`src/rtl/core/rbb_pkg.sv`:
```
// Package for the row box blur: shared constants and types.
// No dependencies.
package rbb_pkg;

  localparam int unsigned MaxRadius   = 15;
  localparam int unsigned MaxRowWidth = 4096;
  localparam int unsigned Channels    = 4;
  localparam int unsigned ChanW       = 8;
  localparam int unsigned CfgIdxW     = 1;
  localparam int unsigned CfgDataW    = 13;
  localparam int unsigned QueueDepth  = 4;

  typedef enum logic [CfgIdxW-1:0] {
    CfgRowWidth  = 1'b0,
    CfgBlurRadius = 1'b1
  } cfg_idx_e;

  typedef logic [Channels-1:0][ChanW-1:0] pixel_t;

endpackage

```
`src/rtl/core/rbb_if.sv`:
```
// Stream and configuration channel interfaces for the row box blur.
// Depends on rbb_pkg.
interface rbb_pix_if;
  logic                 valid;
  logic                 ready;
  logic [rbb_pkg::ChanW-1:0] chan0;
  logic [rbb_pkg::ChanW-1:0] chan1;
  logic [rbb_pkg::ChanW-1:0] chan2;
  logic [rbb_pkg::ChanW-1:0] chan3;
  modport source (output valid, chan0, chan1, chan2, chan3, input ready);
  modport sink   (input valid, chan0, chan1, chan2, chan3, output ready);
endinterface

interface rbb_out_if;
  logic                 valid;
  logic                 ready;
  logic [rbb_pkg::ChanW-1:0] chan0;
  logic [rbb_pkg::ChanW-1:0] chan1;
  logic [rbb_pkg::ChanW-1:0] chan2;
  logic [rbb_pkg::ChanW-1:0] chan3;
  logic                 row_end;
  modport source (output valid, chan0, chan1, chan2, chan3, row_end, input ready);
  modport sink   (input valid, chan0, chan1, chan2, chan3, row_end, output ready);
endinterface

interface rbb_cfg_if;
  logic                           valid;
  logic                           ready;
  logic [rbb_pkg::CfgIdxW-1:0]    index;
  logic [rbb_pkg::CfgDataW-1:0]   data;
  modport source (output valid, index, data, input ready);
  modport sink   (input valid, index, data, output ready);
endinterface

```
`src/rtl/core/rbb_ram.sv`:
```
// Generic single-write, single-read RAM with registered read data.
// No dependencies.
module rbb_ram #(
  parameter int unsigned Width = 32,
  parameter int unsigned Depth = 32
) (
  input  logic                     clk_i,
  input  logic                     we_i,
  input  logic [$clog2(Depth)-1:0] waddr_i,
  input  logic [Width-1:0]         wdata_i,
  input  logic [$clog2(Depth)-1:0] raddr_i,
  output logic [Width-1:0]         rdata_o
);
  logic [Width-1:0] mem_q [Depth];

  always_ff @(posedge clk_i) begin
    if (we_i) begin
      mem_q[waddr_i] <= wdata_i;
    end
    rdata_o <= mem_q[raddr_i];
  end
endmodule

```
`src/rtl/core/rbb_front.sv`:
```
// Front end of the row box blur: accepts pixels, tracks the row position and
// classifies each into a work item for the back end. Depends on rbb_pkg.
module rbb_front #(
  parameter int unsigned MaxRadius   = rbb_pkg::MaxRadius,
  parameter int unsigned MaxRowWidth = rbb_pkg::MaxRowWidth
) (
  input  logic               clk_i,
  input  logic               rst_ni,
  input  logic [12:0]        row_width_i,
  input  logic [3:0]         blur_radius_i,
  input  logic               in_valid_i,
  output logic               in_ready_o,
  input  rbb_pkg::pixel_t    in_pix_i,
  output logic               wr_valid_o,
  input  logic               wr_ready_i,
  output logic [$clog2(MaxRowWidth+1)-1:0] wr_n_o,
  output logic [$clog2(MaxRowWidth+1)-1:0] wr_w_o,
  output logic [$clog2(MaxRadius+1)-1:0]   wr_r_o,
  output rbb_pkg::pixel_t    wr_pix_o
);
  localparam int unsigned CntW = $clog2(MaxRowWidth+1);
  localparam int unsigned RadW = $clog2(MaxRadius+1);

  logic [CntW-1:0] n_q, n_d, w_q, w_d, w_cur;
  logic [RadW-1:0] r_q, r_d, r_cur;
  logic [CntW-1:0] w_raw, half;
  logic [CntW:0]   r_req;
  logic            fire;

  assign in_ready_o = wr_ready_i;
  assign fire       = in_valid_i & wr_ready_i;

  always_comb begin
    if (32'(row_width_i) > MaxRowWidth) w_raw = CntW'(MaxRowWidth);
    else if (row_width_i == '0)          w_raw = CntW'(1);
    else                                 w_raw = CntW'(row_width_i);
    half  = w_raw >> 1;
    r_req = (32'(blur_radius_i) > MaxRadius) ? (CntW+1)'(MaxRadius)
                                             : (CntW+1)'(blur_radius_i);
    if (half == '0) r_cur = '0;
    else if (r_req > (CntW+1)'(half - CntW'(1))) r_cur = RadW'(half - CntW'(1));
    else r_cur = RadW'(r_req);
    w_cur = (n_q == '0) ? w_raw : w_q;
    w_d = w_cur;
    r_d = (n_q == '0) ? r_cur : r_q;
    n_d = (n_q + CntW'(1) >= w_cur) ? '0 : n_q + CntW'(1);
  end

  always_ff @(posedge clk_i or negedge rst_ni) begin
    if (!rst_ni) begin
      n_q <= '0;
      w_q <= '0;
      r_q <= '0;
    end else if (fire) begin
      n_q <= n_d;
      w_q <= w_d;
      r_q <= r_d;
    end
  end

  assign wr_valid_o = in_valid_i;
  assign wr_n_o     = n_q;
  assign wr_w_o     = w_cur;
  assign wr_r_o     = r_d;
  assign wr_pix_o   = in_pix_i;
endmodule

```
`src/rtl/core/rbb_queue.sv`:
```
// Small FIFO that decouples the front and back ends of the row box blur.
// Depends on rbb_pkg.
module rbb_queue #(
  parameter int unsigned Width = 8,
  parameter int unsigned Depth = rbb_pkg::QueueDepth
) (
  input  logic             clk_i,
  input  logic             rst_ni,
  input  logic             push_valid_i,
  output logic             push_ready_o,
  input  logic [Width-1:0] push_data_i,
  output logic             pop_valid_o,
  input  logic             pop_ready_i,
  output logic [Width-1:0] pop_data_o
);
  localparam int unsigned AW = $clog2(Depth);
  logic [Width-1:0] buf_q [Depth];
  logic [AW-1:0]    wp_q, rp_q;
  logic [AW:0]      cnt_q;
  logic             push, pop;

  assign push_ready_o = (cnt_q != (AW+1)'(Depth));
  assign pop_valid_o  = (cnt_q != '0);
  assign push         = push_valid_i & push_ready_o;
  assign pop          = pop_valid_o & pop_ready_i;
  assign pop_data_o   = buf_q[rp_q];

  always_ff @(posedge clk_i) begin
    if (push) buf_q[wp_q] <= push_data_i;
  end

  always_ff @(posedge clk_i or negedge rst_ni) begin
    if (!rst_ni) begin
      wp_q  <= '0;
      rp_q  <= '0;
      cnt_q <= '0;
    end else begin
      if (push) wp_q <= (32'(wp_q) == Depth-1) ? '0 : wp_q + AW'(1);
      if (pop)  rp_q <= (32'(rp_q) == Depth-1) ? '0 : rp_q + AW'(1);
      cnt_q <= cnt_q + (AW+1)'(push) - (AW+1)'(pop);
    end
  end
endmodule

```
`src/rtl/core/rbb_back.sv`:
```
// Back end of the row box blur: window sums, pixel ring, drain sequencer and
// divider by the window diameter. Depends on rbb_pkg and rbb_ram.
module rbb_back #(
  parameter int unsigned MaxRadius   = rbb_pkg::MaxRadius,
  parameter int unsigned MaxRowWidth = rbb_pkg::MaxRowWidth
) (
  input  logic            clk_i,
  input  logic            rst_ni,
  input  logic            wk_valid_i,
  output logic            wk_ready_o,
  input  logic [$clog2(MaxRowWidth+1)-1:0] wk_n_i,
  input  logic [$clog2(MaxRowWidth+1)-1:0] wk_w_i,
  input  logic [$clog2(MaxRadius+1)-1:0]   wk_r_i,
  input  rbb_pkg::pixel_t wk_pix_i,
  output logic            out_valid_o,
  input  logic            out_ready_i,
  output rbb_pkg::pixel_t out_pix_o,
  output logic            out_last_o
);
  localparam int unsigned CntW  = $clog2(MaxRowWidth+1);
  localparam int unsigned RadW  = $clog2(MaxRadius+1);
  // Ring depth rounded up to a power of two so the ring index is the low bits.
  localparam int unsigned Ring  = 2**$clog2(2*MaxRadius+2);
  localparam int unsigned RingW = $clog2(Ring);
  localparam int unsigned SumW  = $clog2((2*MaxRadius+1)*255+1);
  localparam int unsigned Ch    = rbb_pkg::Channels;
  localparam int unsigned CW    = rbb_pkg::ChanW;

  // Sequencer states: fetch reads the older pixel, add updates the sums,
  // div runs the restoring divider, out presents the result.
  typedef enum logic [4:0] {
    StIdle  = 5'b00001,
    StFetch = 5'b00010,
    StAdd   = 5'b00100,
    StDiv   = 5'b01000,
    StOut   = 5'b10000
  } st_e;

  st_e st_q, st_d;
  logic [CntW-1:0] n_q, w_q, k_q;
  logic [RadW-1:0] r_q;
  logic            drain_q, emit_cur_q;
  rbb_pkg::pixel_t pix_q, first_q;
  logic [Ch-1:0][SumW-1:0] sum_q;
  logic [Ch-1:0][SumW-1:0] rem_q;
  logic [Ch-1:0][CW-1:0]   quo_q;
  logic [$clog2(CW+1)-1:0] bit_q;
  logic [SumW+CW-1:0]      dsh;
  logic                    last_q;

  logic [RingW-1:0] raddr, waddr;
  logic [31:0]      rdata;
  logic             we;
  logic [CntW-1:0]  opos;
  logic             obefore;

  // Older position for the current step: input step uses n-2r-1, drain
  // step uses k-r-1; before the row the first pixel stands in.
  always_comb begin
    if (!drain_q) begin
      obefore = n_q < (CntW'(r_q) << 1) + CntW'(1);
      opos    = n_q - (CntW'(r_q) << 1) - CntW'(1);
    end else begin
      obefore = k_q < CntW'(r_q) + CntW'(1);
      opos    = k_q - CntW'(r_q) - CntW'(1);
    end
  end
  assign raddr = RingW'(opos);
  assign waddr = RingW'(n_q);
  assign we    = (st_q == StAdd) && !drain_q;

  rbb_ram #(.Width(32), .Depth(Ring)) u_ring (
    .clk_i, .we_i(we), .waddr_i(waddr), .wdata_i(pix_q),
    .raddr_i(raddr), .rdata_o(rdata)
  );

  assign wk_ready_o  = (st_q == StIdle);
  assign out_valid_o = (st_q == StOut);
  assign out_pix_o   = quo_q;
  assign out_last_o  = last_q;

  logic [RadW:0] diam;
  assign diam = {r_q, 1'b1};

  always_ff @(posedge clk_i or negedge rst_ni) begin
    if (!rst_ni) begin
      st_q <= StIdle;
      sum_q <= '0;
      first_q <= '0;
      pix_q <= '0;
      rem_q <= '0;
      quo_q <= '0;
      drain_q <= 1'b0;
      n_q <= '0; w_q <= '0; r_q <= '0; k_q <= '0;
      emit_cur_q <= 1'b0; last_q <= 1'b0; bit_q <= '0;
    end else begin
      case (st_q)
        StIdle: if (wk_valid_i) begin
          n_q <= wk_n_i; w_q <= wk_w_i; r_q <= wk_r_i;
          pix_q <= wk_pix_i; drain_q <= 1'b0;
          if (wk_n_i == '0) begin
            first_q <= wk_pix_i;
            for (int c = 0; c < Ch; c++)
              sum_q[c] <= SumW'(wk_r_i) * SumW'(wk_pix_i[c]);
          end
          st_q <= StFetch;
        end
        StFetch: begin
          // The ring address is stable now; its data arrives next cycle.
          st_q <= StAdd;
        end
        StAdd: begin
          // Ring read data for this step's older pixel is valid now.
          for (int c = 0; c < Ch; c++) begin
            if (!drain_q && n_q <= CntW'(r_q))
              sum_q[c] <= sum_q[c] + SumW'(pix_q[c]);
            else
              sum_q[c] <= sum_q[c] + SumW'(pix_q[c])
                          - SumW'(obefore ? first_q[c] : rdata[c*CW +: CW]);
          end
          if (!drain_q) begin
            emit_cur_q <= n_q >= CntW'(r_q);
            last_q     <= (n_q - CntW'(r_q)) == (w_q - CntW'(1));
          end else begin
            emit_cur_q <= 1'b1;
            last_q     <= k_q == w_q - CntW'(1);
          end
          st_q <= StDiv;
          bit_q <= '0;
        end
        StDiv: begin
          if (bit_q == '0 && !emit_cur_q) begin
            st_q <= StIdle;
            if (n_q + CntW'(1) >= w_q && r_q != '0) begin
              drain_q <= 1'b1; k_q <= w_q - CntW'(r_q); st_q <= StFetch;
            end
          end else if (bit_q == '0) begin
            for (int c = 0; c < Ch; c++) rem_q[c] <= sum_q[c];
            bit_q <= bit_q + 1'b1;
          end else begin
            // One quotient bit per cycle, most significant first.
            for (int c = 0; c < Ch; c++) begin
              if (rem_q[c] >= SumW'(dsh)) begin
                rem_q[c] <= rem_q[c] - SumW'(dsh);
                quo_q[c][CW - 32'(bit_q)] <= 1'b1;
              end else begin
                quo_q[c][CW - 32'(bit_q)] <= 1'b0;
              end
            end
            if (32'(bit_q) == CW) st_q <= StOut;
            else bit_q <= bit_q + 1'b1;
          end
        end
        StOut: if (out_ready_i) begin
          st_q <= StIdle;
          if (!drain_q) begin
            if (n_q + CntW'(1) >= w_q && r_q != '0) begin
              drain_q <= 1'b1; k_q <= w_q - CntW'(r_q); st_q <= StFetch;
            end
          end else if (k_q != w_q - CntW'(1)) begin
            k_q <= k_q + CntW'(1); st_q <= StFetch;
          end
        end
        default: st_q <= StIdle;
      endcase
    end
  end

  // Divisor shifted to the weight of the current quotient bit.
  assign dsh = (SumW+CW)'(diam) << (CW - 32'(bit_q));
endmodule

```
`src/rtl/core/row_box_blur_argb.sv`:
```
// Top level of the row box blur: horizontal running-sum box filter on ARGB.
// Depends on rbb_pkg, rbb_if, rbb_front, rbb_queue and rbb_back.
//
//   channel  | dir | beat contents
//   ---------+-----+-----------------------------------------
//   pix      | in  | chan0..chan3, one pixel of the row
//   cfg      | in  | index (0 row_width, 1 blur_radius), data
//   res      | out | chan0..chan3 blurred, row_end
//
// A pixel that yields a result passes through the back end in order: the accept,
// one ring read, one sum update, the divide (a load and eight quotient bits
// by 2r+1) and the output beat. A pixel that yields no result ends after the
// sum update; the r drain results after the last pixel skip the accept.
// Reset clears all control state; the pixel ring needs no clearing since
// only entries of the current row are read. Input and output stall
// independently through the queue between front and back.
module row_box_blur_argb #(
  parameter int unsigned MaxRadius   = rbb_pkg::MaxRadius,
  parameter int unsigned MaxRowWidth = rbb_pkg::MaxRowWidth
) (
  input  logic clk_i,
  input  logic rst_ni,
  rbb_pix_if.sink   pix,
  rbb_cfg_if.sink   cfg,
  rbb_out_if.source res
);
  localparam int unsigned CntW = $clog2(MaxRowWidth+1);
  localparam int unsigned RadW = $clog2(MaxRadius+1);
  localparam int unsigned QW   = 2*CntW + RadW + 32;

  logic [12:0] row_width_q;
  logic [3:0]  blur_radius_q;

  // Register writes; indexes beyond the list are dropped.
  assign cfg.ready = 1'b1;
  always_ff @(posedge clk_i or negedge rst_ni) begin
    if (!rst_ni) begin
      row_width_q   <= 13'd1;
      blur_radius_q <= 4'd1;
    end else if (cfg.valid) begin
      case (rbb_pkg::cfg_idx_e'(cfg.index))
        rbb_pkg::CfgRowWidth:   row_width_q   <= cfg.data;
        rbb_pkg::CfgBlurRadius: blur_radius_q <= cfg.data[3:0];
        default: ;
      endcase
    end
  end

  rbb_pkg::pixel_t in_pix, wr_pix, bk_pix, o_pix;
  logic wr_valid, wr_ready, bk_valid, bk_ready;
  logic [CntW-1:0] wr_n, wr_w, bk_n, bk_w;
  logic [RadW-1:0] wr_r, bk_r;
  logic [QW-1:0]   bk_data;

  assign in_pix = {pix.chan3, pix.chan2, pix.chan1, pix.chan0};

  rbb_front #(.MaxRadius(MaxRadius), .MaxRowWidth(MaxRowWidth)) u_front (
    .clk_i, .rst_ni, .row_width_i(row_width_q), .blur_radius_i(blur_radius_q),
    .in_valid_i(pix.valid), .in_ready_o(pix.ready), .in_pix_i(in_pix),
    .wr_valid_o(wr_valid), .wr_ready_i(wr_ready), .wr_n_o(wr_n),
    .wr_w_o(wr_w), .wr_r_o(wr_r), .wr_pix_o(wr_pix)
  );

  rbb_queue #(.Width(QW)) u_queue (
    .clk_i, .rst_ni, .push_valid_i(wr_valid), .push_ready_o(wr_ready),
    .push_data_i({wr_n, wr_w, wr_r, wr_pix}), .pop_valid_o(bk_valid),
    .pop_ready_i(bk_ready), .pop_data_o(bk_data)
  );
  assign {bk_n, bk_w, bk_r, bk_pix} = bk_data;

  rbb_back #(.MaxRadius(MaxRadius), .MaxRowWidth(MaxRowWidth)) u_back (
    .clk_i, .rst_ni, .wk_valid_i(bk_valid), .wk_ready_o(bk_ready),
    .wk_n_i(bk_n), .wk_w_i(bk_w), .wk_r_i(bk_r), .wk_pix_i(bk_pix),
    .out_valid_o(res.valid), .out_ready_i(res.ready), .out_pix_o(o_pix),
    .out_last_o(res.row_end)
  );

  assign res.chan0 = o_pix[0];
  assign res.chan1 = o_pix[1];
  assign res.chan2 = o_pix[2];
  assign res.chan3 = o_pix[3];
endmodule
```
`src/flat_wrapper.sv`:
```
// flat-port wrapper written by rule: the top's interface ports become plain ports
module row_box_blur_argb_flat 
#(
  parameter int unsigned MaxRadius   = rbb_pkg::MaxRadius,
  parameter int unsigned MaxRowWidth = rbb_pkg::MaxRowWidth
)
  (clk_i, rst_ni, pix_valid, pix_chan0, pix_chan1, pix_chan2, pix_chan3, pix_ready, cfg_valid, cfg_index, cfg_data, cfg_ready, res_valid, res_chan0, res_chan1, res_chan2, res_chan3, res_row_end, res_ready);
  rbb_pix_if pix_i ();
  rbb_cfg_if cfg_i ();
  rbb_out_if res_i ();
  input  logic clk_i;
  input  logic rst_ni;
  input wire logic [$bits(pix_i.valid)-1:0] pix_valid;
  input wire logic [$bits(pix_i.chan0)-1:0] pix_chan0;
  input wire logic [$bits(pix_i.chan1)-1:0] pix_chan1;
  input wire logic [$bits(pix_i.chan2)-1:0] pix_chan2;
  input wire logic [$bits(pix_i.chan3)-1:0] pix_chan3;
  output wire logic [$bits(pix_i.ready)-1:0] pix_ready;
  input wire logic [$bits(cfg_i.valid)-1:0] cfg_valid;
  input wire logic [$bits(cfg_i.index)-1:0] cfg_index;
  input wire logic [$bits(cfg_i.data)-1:0] cfg_data;
  output wire logic [$bits(cfg_i.ready)-1:0] cfg_ready;
  output wire logic [$bits(res_i.valid)-1:0] res_valid;
  output wire logic [$bits(res_i.chan0)-1:0] res_chan0;
  output wire logic [$bits(res_i.chan1)-1:0] res_chan1;
  output wire logic [$bits(res_i.chan2)-1:0] res_chan2;
  output wire logic [$bits(res_i.chan3)-1:0] res_chan3;
  output wire logic [$bits(res_i.row_end)-1:0] res_row_end;
  input wire logic [$bits(res_i.ready)-1:0] res_ready;
  assign pix_i.valid = pix_valid;
  assign pix_i.chan0 = pix_chan0;
  assign pix_i.chan1 = pix_chan1;
  assign pix_i.chan2 = pix_chan2;
  assign pix_i.chan3 = pix_chan3;
  assign pix_ready = pix_i.ready;
  assign cfg_i.valid = cfg_valid;
  assign cfg_i.index = cfg_index;
  assign cfg_i.data = cfg_data;
  assign cfg_ready = cfg_i.ready;
  assign res_valid = res_i.valid;
  assign res_chan0 = res_i.chan0;
  assign res_chan1 = res_i.chan1;
  assign res_chan2 = res_i.chan2;
  assign res_chan3 = res_i.chan3;
  assign res_row_end = res_i.row_end;
  assign res_i.ready = res_ready;
  row_box_blur_argb #(.MaxRadius(MaxRadius), .MaxRowWidth(MaxRowWidth)) u_core (.clk_i(clk_i), .rst_ni(rst_ni), .pix(pix_i), .cfg(cfg_i), .res(res_i));
endmodule
```
`config.mk`:
```
export PLATFORM = sky130hd
export DESIGN_NAME = row_box_blur_argb_flat
export DESIGN_NICKNAME = d
export VERILOG_FILES = /design/src/rtl/core/rbb_pkg.sv /design/src/rtl/core/rbb_if.sv /design/src/rtl/core/rbb_ram.sv /design/src/rtl/core/rbb_front.sv /design/src/rtl/core/rbb_queue.sv /design/src/rtl/core/rbb_back.sv /design/src/rtl/core/row_box_blur_argb.sv /design/src/flat_wrapper.sv
export SDC_FILE = /design/constraint.sdc
export NUM_CORES = 2
export LEC_CHECK = 0
export ABC_AREA = 0
export ABC_CLOCK_PERIOD_IN_PS = 8150
export BUFFER_PORTS_ARGS = -buffer_cell sky130_fd_sc_hd__buf_2
export CORE_MARGIN = 1
export CORE_UTILIZATION = 51
export DETAILED_ROUTE_END_ITERATION = 8
export PLACE_DENSITY_LB_ADDON = 0.25
export SETUP_SLACK_MARGIN = 0.15
export SYNTH_ARGS = -nofsm -noshare
export SYNTH_HDL_FRONTEND = slang
export SYNTH_SLANG_ARGS = --single-unit
```
`constraint.sdc`:
```
create_clock -name clk_i -period 8.15 [get_ports clk_i]
set_clock_uncertainty 0.2 [all_clocks]
set_input_delay 1.2225 -clock clk_i [delete_from_list [all_inputs] [get_ports clk_i]]
set_output_delay 1.2225 -clock clk_i [all_outputs]
set_load 0.005 [all_outputs]
```
==> out/metrics.cfg <==
[final_layout]
area_growth_pct=11.1
final_common_cell=edfxtp_1
drive_gt1_share_pct=18.3
layout_common_cells=1272 x edfxtp_1, 452 x nand2_1, 326 x o21ai_0, 303 x dfrtp_1, 298 x mux4_2
final_nets=5643
fillers=11300

[critical_path]
startpoint=u_core.u_back.r_q[0]$_DFFE_PN0P_
critPathTopFamily=compound AO/OA/AOI/OAI gates
setup.worst_path.end_class=register
arrival_ns=6.55
reg2reg_from=u_core.u_back.r_q[0]$_DFFE_PN0P_
worst_setup_path_start_kind=register
path_class=register to register
critPathSlowestCell=a32oi_4
endpoint=u_core.u_back.sum_q[37]$_DFFE_PN0P_
path_buf_inv=4
reg2reg_slack_ns=2.05
required_ns=8.60
crit_chain=inv_1, ha_1, inv_1, ha_1, nor2b_1, o21a_1, o21a_1, o21ai_0, a32oi_4, buf_4, mux2_2, inv_1, ha_1, nor2b_1, o211ai_1, a31oi_1, o31a_1, nor4_2, mux2i_1, nor2_1, a2111oi_0, nor4_1
crit_fanout=23
slowest_delay_ns=0.63
r2r_end=u_core.u_back.sum_q[37]$_DFFE_PN0P_
r2r_cells=22
path_depth=22

[worst_hold_path]
min-delay-path-class=register to register

[detailed_routing]
postRouteAntennaNets=0
routed-via-count=44700
avgViaCountPerCell=6.09
routed_wl_um=189000
route.detailed.drc=0
wire_per_inst_um=25.8
drt-initial-drc-count=4496
drt-pass1-iter-count=6

[place]
io_buffers=85
place_congestion=0.892
hpwlAfterDp_um=115000

[synthesis]
yosys_warnings=0
yosysSeqAreaShare_pct=61.9
dominantRegCellSynth=edfxtp_1
synth_area_leaders=edfxtp_1 51%, dfrtp_1 10%, mux4_2 8.9%
yosysTopAreaCellShare_pct=50.7
synth_edf_count=1272
synth.distinct_cells=87
synth-async-reset-ratio_pct=19.2
yosys.area.top_type=edfxtp_1
ys_ff_latch=1613
avgSynthCellArea_um2=14.6
synthesis.nets=5534
synth_area_mm2=0.0753
synthCells=5166

[timing]
period_needed_ns=6.10
relSlewSlack_pct=9.56
rsz0062_at_grt=false
slew_viol_final=0
hold_violations=0
period_share_pct=74.8
fmax_ghz=0.164
setup_viol=0
tightest_slew_ns=1.36
finalSetupTns_ns=0

[clock_tree]
cts_setup_buffers=0
cts-root-buf=clkbuf_16
cts_hold_buf=0
cts_made_buffers=164
cts_tree=yes
path_clk_slew_ns=0.06
clock_sinks=1613
cts_resized=0
htreeDepth=4
cts_buffer_depth=3
clock_latency_ns=0.80

[die]
pin_count=87
die_x_um=386
die_area_mm2=0.149
core_area_mm2=0.146
die_y_um=386
start_util_pct=51.5
row_count=140

[grt]
antenna_found_initial=9
grt_pass1_wl_um=280000
grt-ovfl-total=0
grt_max_degree=114
track_usage_pct=25.5
grt_pass1_vias=43600

[status]
status=finished, final reports clean

[flow_run]
maxCapViolCount=0

[Yosys cell counts (15+ instances only)]
| cell type | number |
|---|---|
| mux2i_1 | 150 |
| o21bai_1 | 17 |
| mux4_2 | 298 |
| buf_2 | 19 |
| dfxtp_1 | 32 |
| and3_1 | 23 |
| mux2_2 | 183 |
| a211oi_1 | 42 |
| nand4_1 | 30 |
| ha_1 | 252 |
| buf_1 | 58 |
| o31a_1 | 15 |
| nand2b_1 | 23 |
| o211ai_1 | 45 |
| edfxtp_1 | 1272 |
| clkbuf_1 | 157 |
| nand2_1 | 452 |
| o21ai_0 | 331 |
| and2_1 | 15 |
| nor3_1 | 74 |
| fa_1 | 65 |
| nand3_1 | 59 |
| o21a_1 | 51 |
| nor2b_1 | 52 |
| xor2_1 | 83 |
| xnor2_1 | 134 |
| inv_1 | 165 |
| o21ai_1 | 24 |
| dfrtp_1 | 306 |
| nor2_1 | 270 |
| a21o_1 | 41 |
| a21oi_1 | 197 |
| nor4_1 | 19 |
[routing by layer]
metal	routed length [um]	vias to the layer above	global-route usage (%)
li1	-	19900	-
met1	82200	22900	37.0
met2	86700	1613	39.0
met3	14300	311	4.99
met4	5810	6	8.28
met5	37	-	0
[area by class of cell]
cell class	count	area [um^2]	area share, %
Tap cell	1917	2400	2.87
Inverter	167	627	0.750
Clock inverter	83	771	0.922
Clock buffer	217	4480	5.35
Sequential cell	1613	46600	55.7
Multi-Input combinational cell	3146	27500	32.8
Timing Repair Buffer	183	1280	1.54
Antenna cell	6	15.0	0.0180
[logic make-up (layout without fill, tap and decap cells)]
group           after synthesis  in the layout  share of synthesized area [%]
compound gates              884            884                           7.18
xor+xnor                    221            221                           2.64
fa+ha+maj                   317            317                           5.92
buf+inv                     407            650                           2.11
flops                      1613           1613                           61.9
mux                         635            635                           13.7
other cells                   1              7                        0.00498
simple gates               1088           1088                           6.59
[worst register-to-register path, cell delays in order, from the launching register on]
cell and delay (ns):
dfrtp_1 0.52, inv_1 0.22, ha_1 0.32, inv_1 0.04, ha_1 0.25, nor2b_1 0.12, o21a_1 0.11, o21a_1 0.10
o21ai_0 0.11, a32oi_4 0.63, buf_4 0.55, mux2_2 0.42, inv_1 0.06, ha_1 0.21, nor2b_1 0.14, o211ai_1 0.26
a31oi_1 0.19, o31a_1 0.31, nor4_2 0.33, mux2i_1 0.29, nor2_1 0.06, a2111oi_0 0.41, nor4_1 0.11
[flip-flops by register name, summed over array words and instances, names as in the netlist, 4 cells and up, named ones only]
name and cells:
u_core.blur_radius_q 4, u_core.u_back.u_ring.rdata_o 32, u_core.u_back.st_q 5, u_core.u_back.r_q 4
u_core.u_back.rem_q 52, u_core.u_back.w_q 13, u_core.row_width_q 13, u_core.u_front.r_q 4
u_core.u_front.wr_n_o 13, u_core.u_back.u_ring.mem_q 1024, u_core.u_queue.buf_q 248, u_core.u_back.sum_q 52
u_core.u_front.w_q 13, u_core.u_back.k_q 13, u_core.u_back.pix_q 32, u_core.u_back.first_q 32
u_core.u_back.n_q 13, u_core.u_back.bit_q 4
[through the flow]
step / cells / cell area [um^2] / util, % / worst slack [ns] / hold slack (ns)
after floorplan: 5166 / 75300 / - / 2.34 / 0.249
after global placement: 7026 / 78400 / 53.6 / 2.18 / 0.261
after detailed placement: 7026 / 78400 / 53.6 / 2.09 / 0.264
after CTS: 7326 / 83600 / 57.2 / 2.08 / 0.277
after global routing: 7328 / 83600 / 57.2 / 1.55 / 0.299
final: 7332 / 83600 / 57.2 / 2.05 / 0.272
[worst min-delay path by stage]
stage,cells past startpoint,start,slack (ns),to
2_1_floorplan,2,u_core.u_front.r_q[0]$_DFFE_PN0P_,0.25,u_core.u_front.r_q[0]$_DFFE_PN0P_
3_3_place_gp,2,register,0.26,register
3_5_place_dp,2,register,0.26,register
4_1_cts,2,register,0.28,register
5_1_grt,2,u_core.u_back.rem_q[48]$_DFFE_PN0P_,0.30,u_core.u_back.rem_q[48]$_DFFE_PN0P_
6_report,2,register,0.27,register
Power is not shown: default switching activity piles up to over one toggle a cycle in this logic, so the estimate is an artifact.
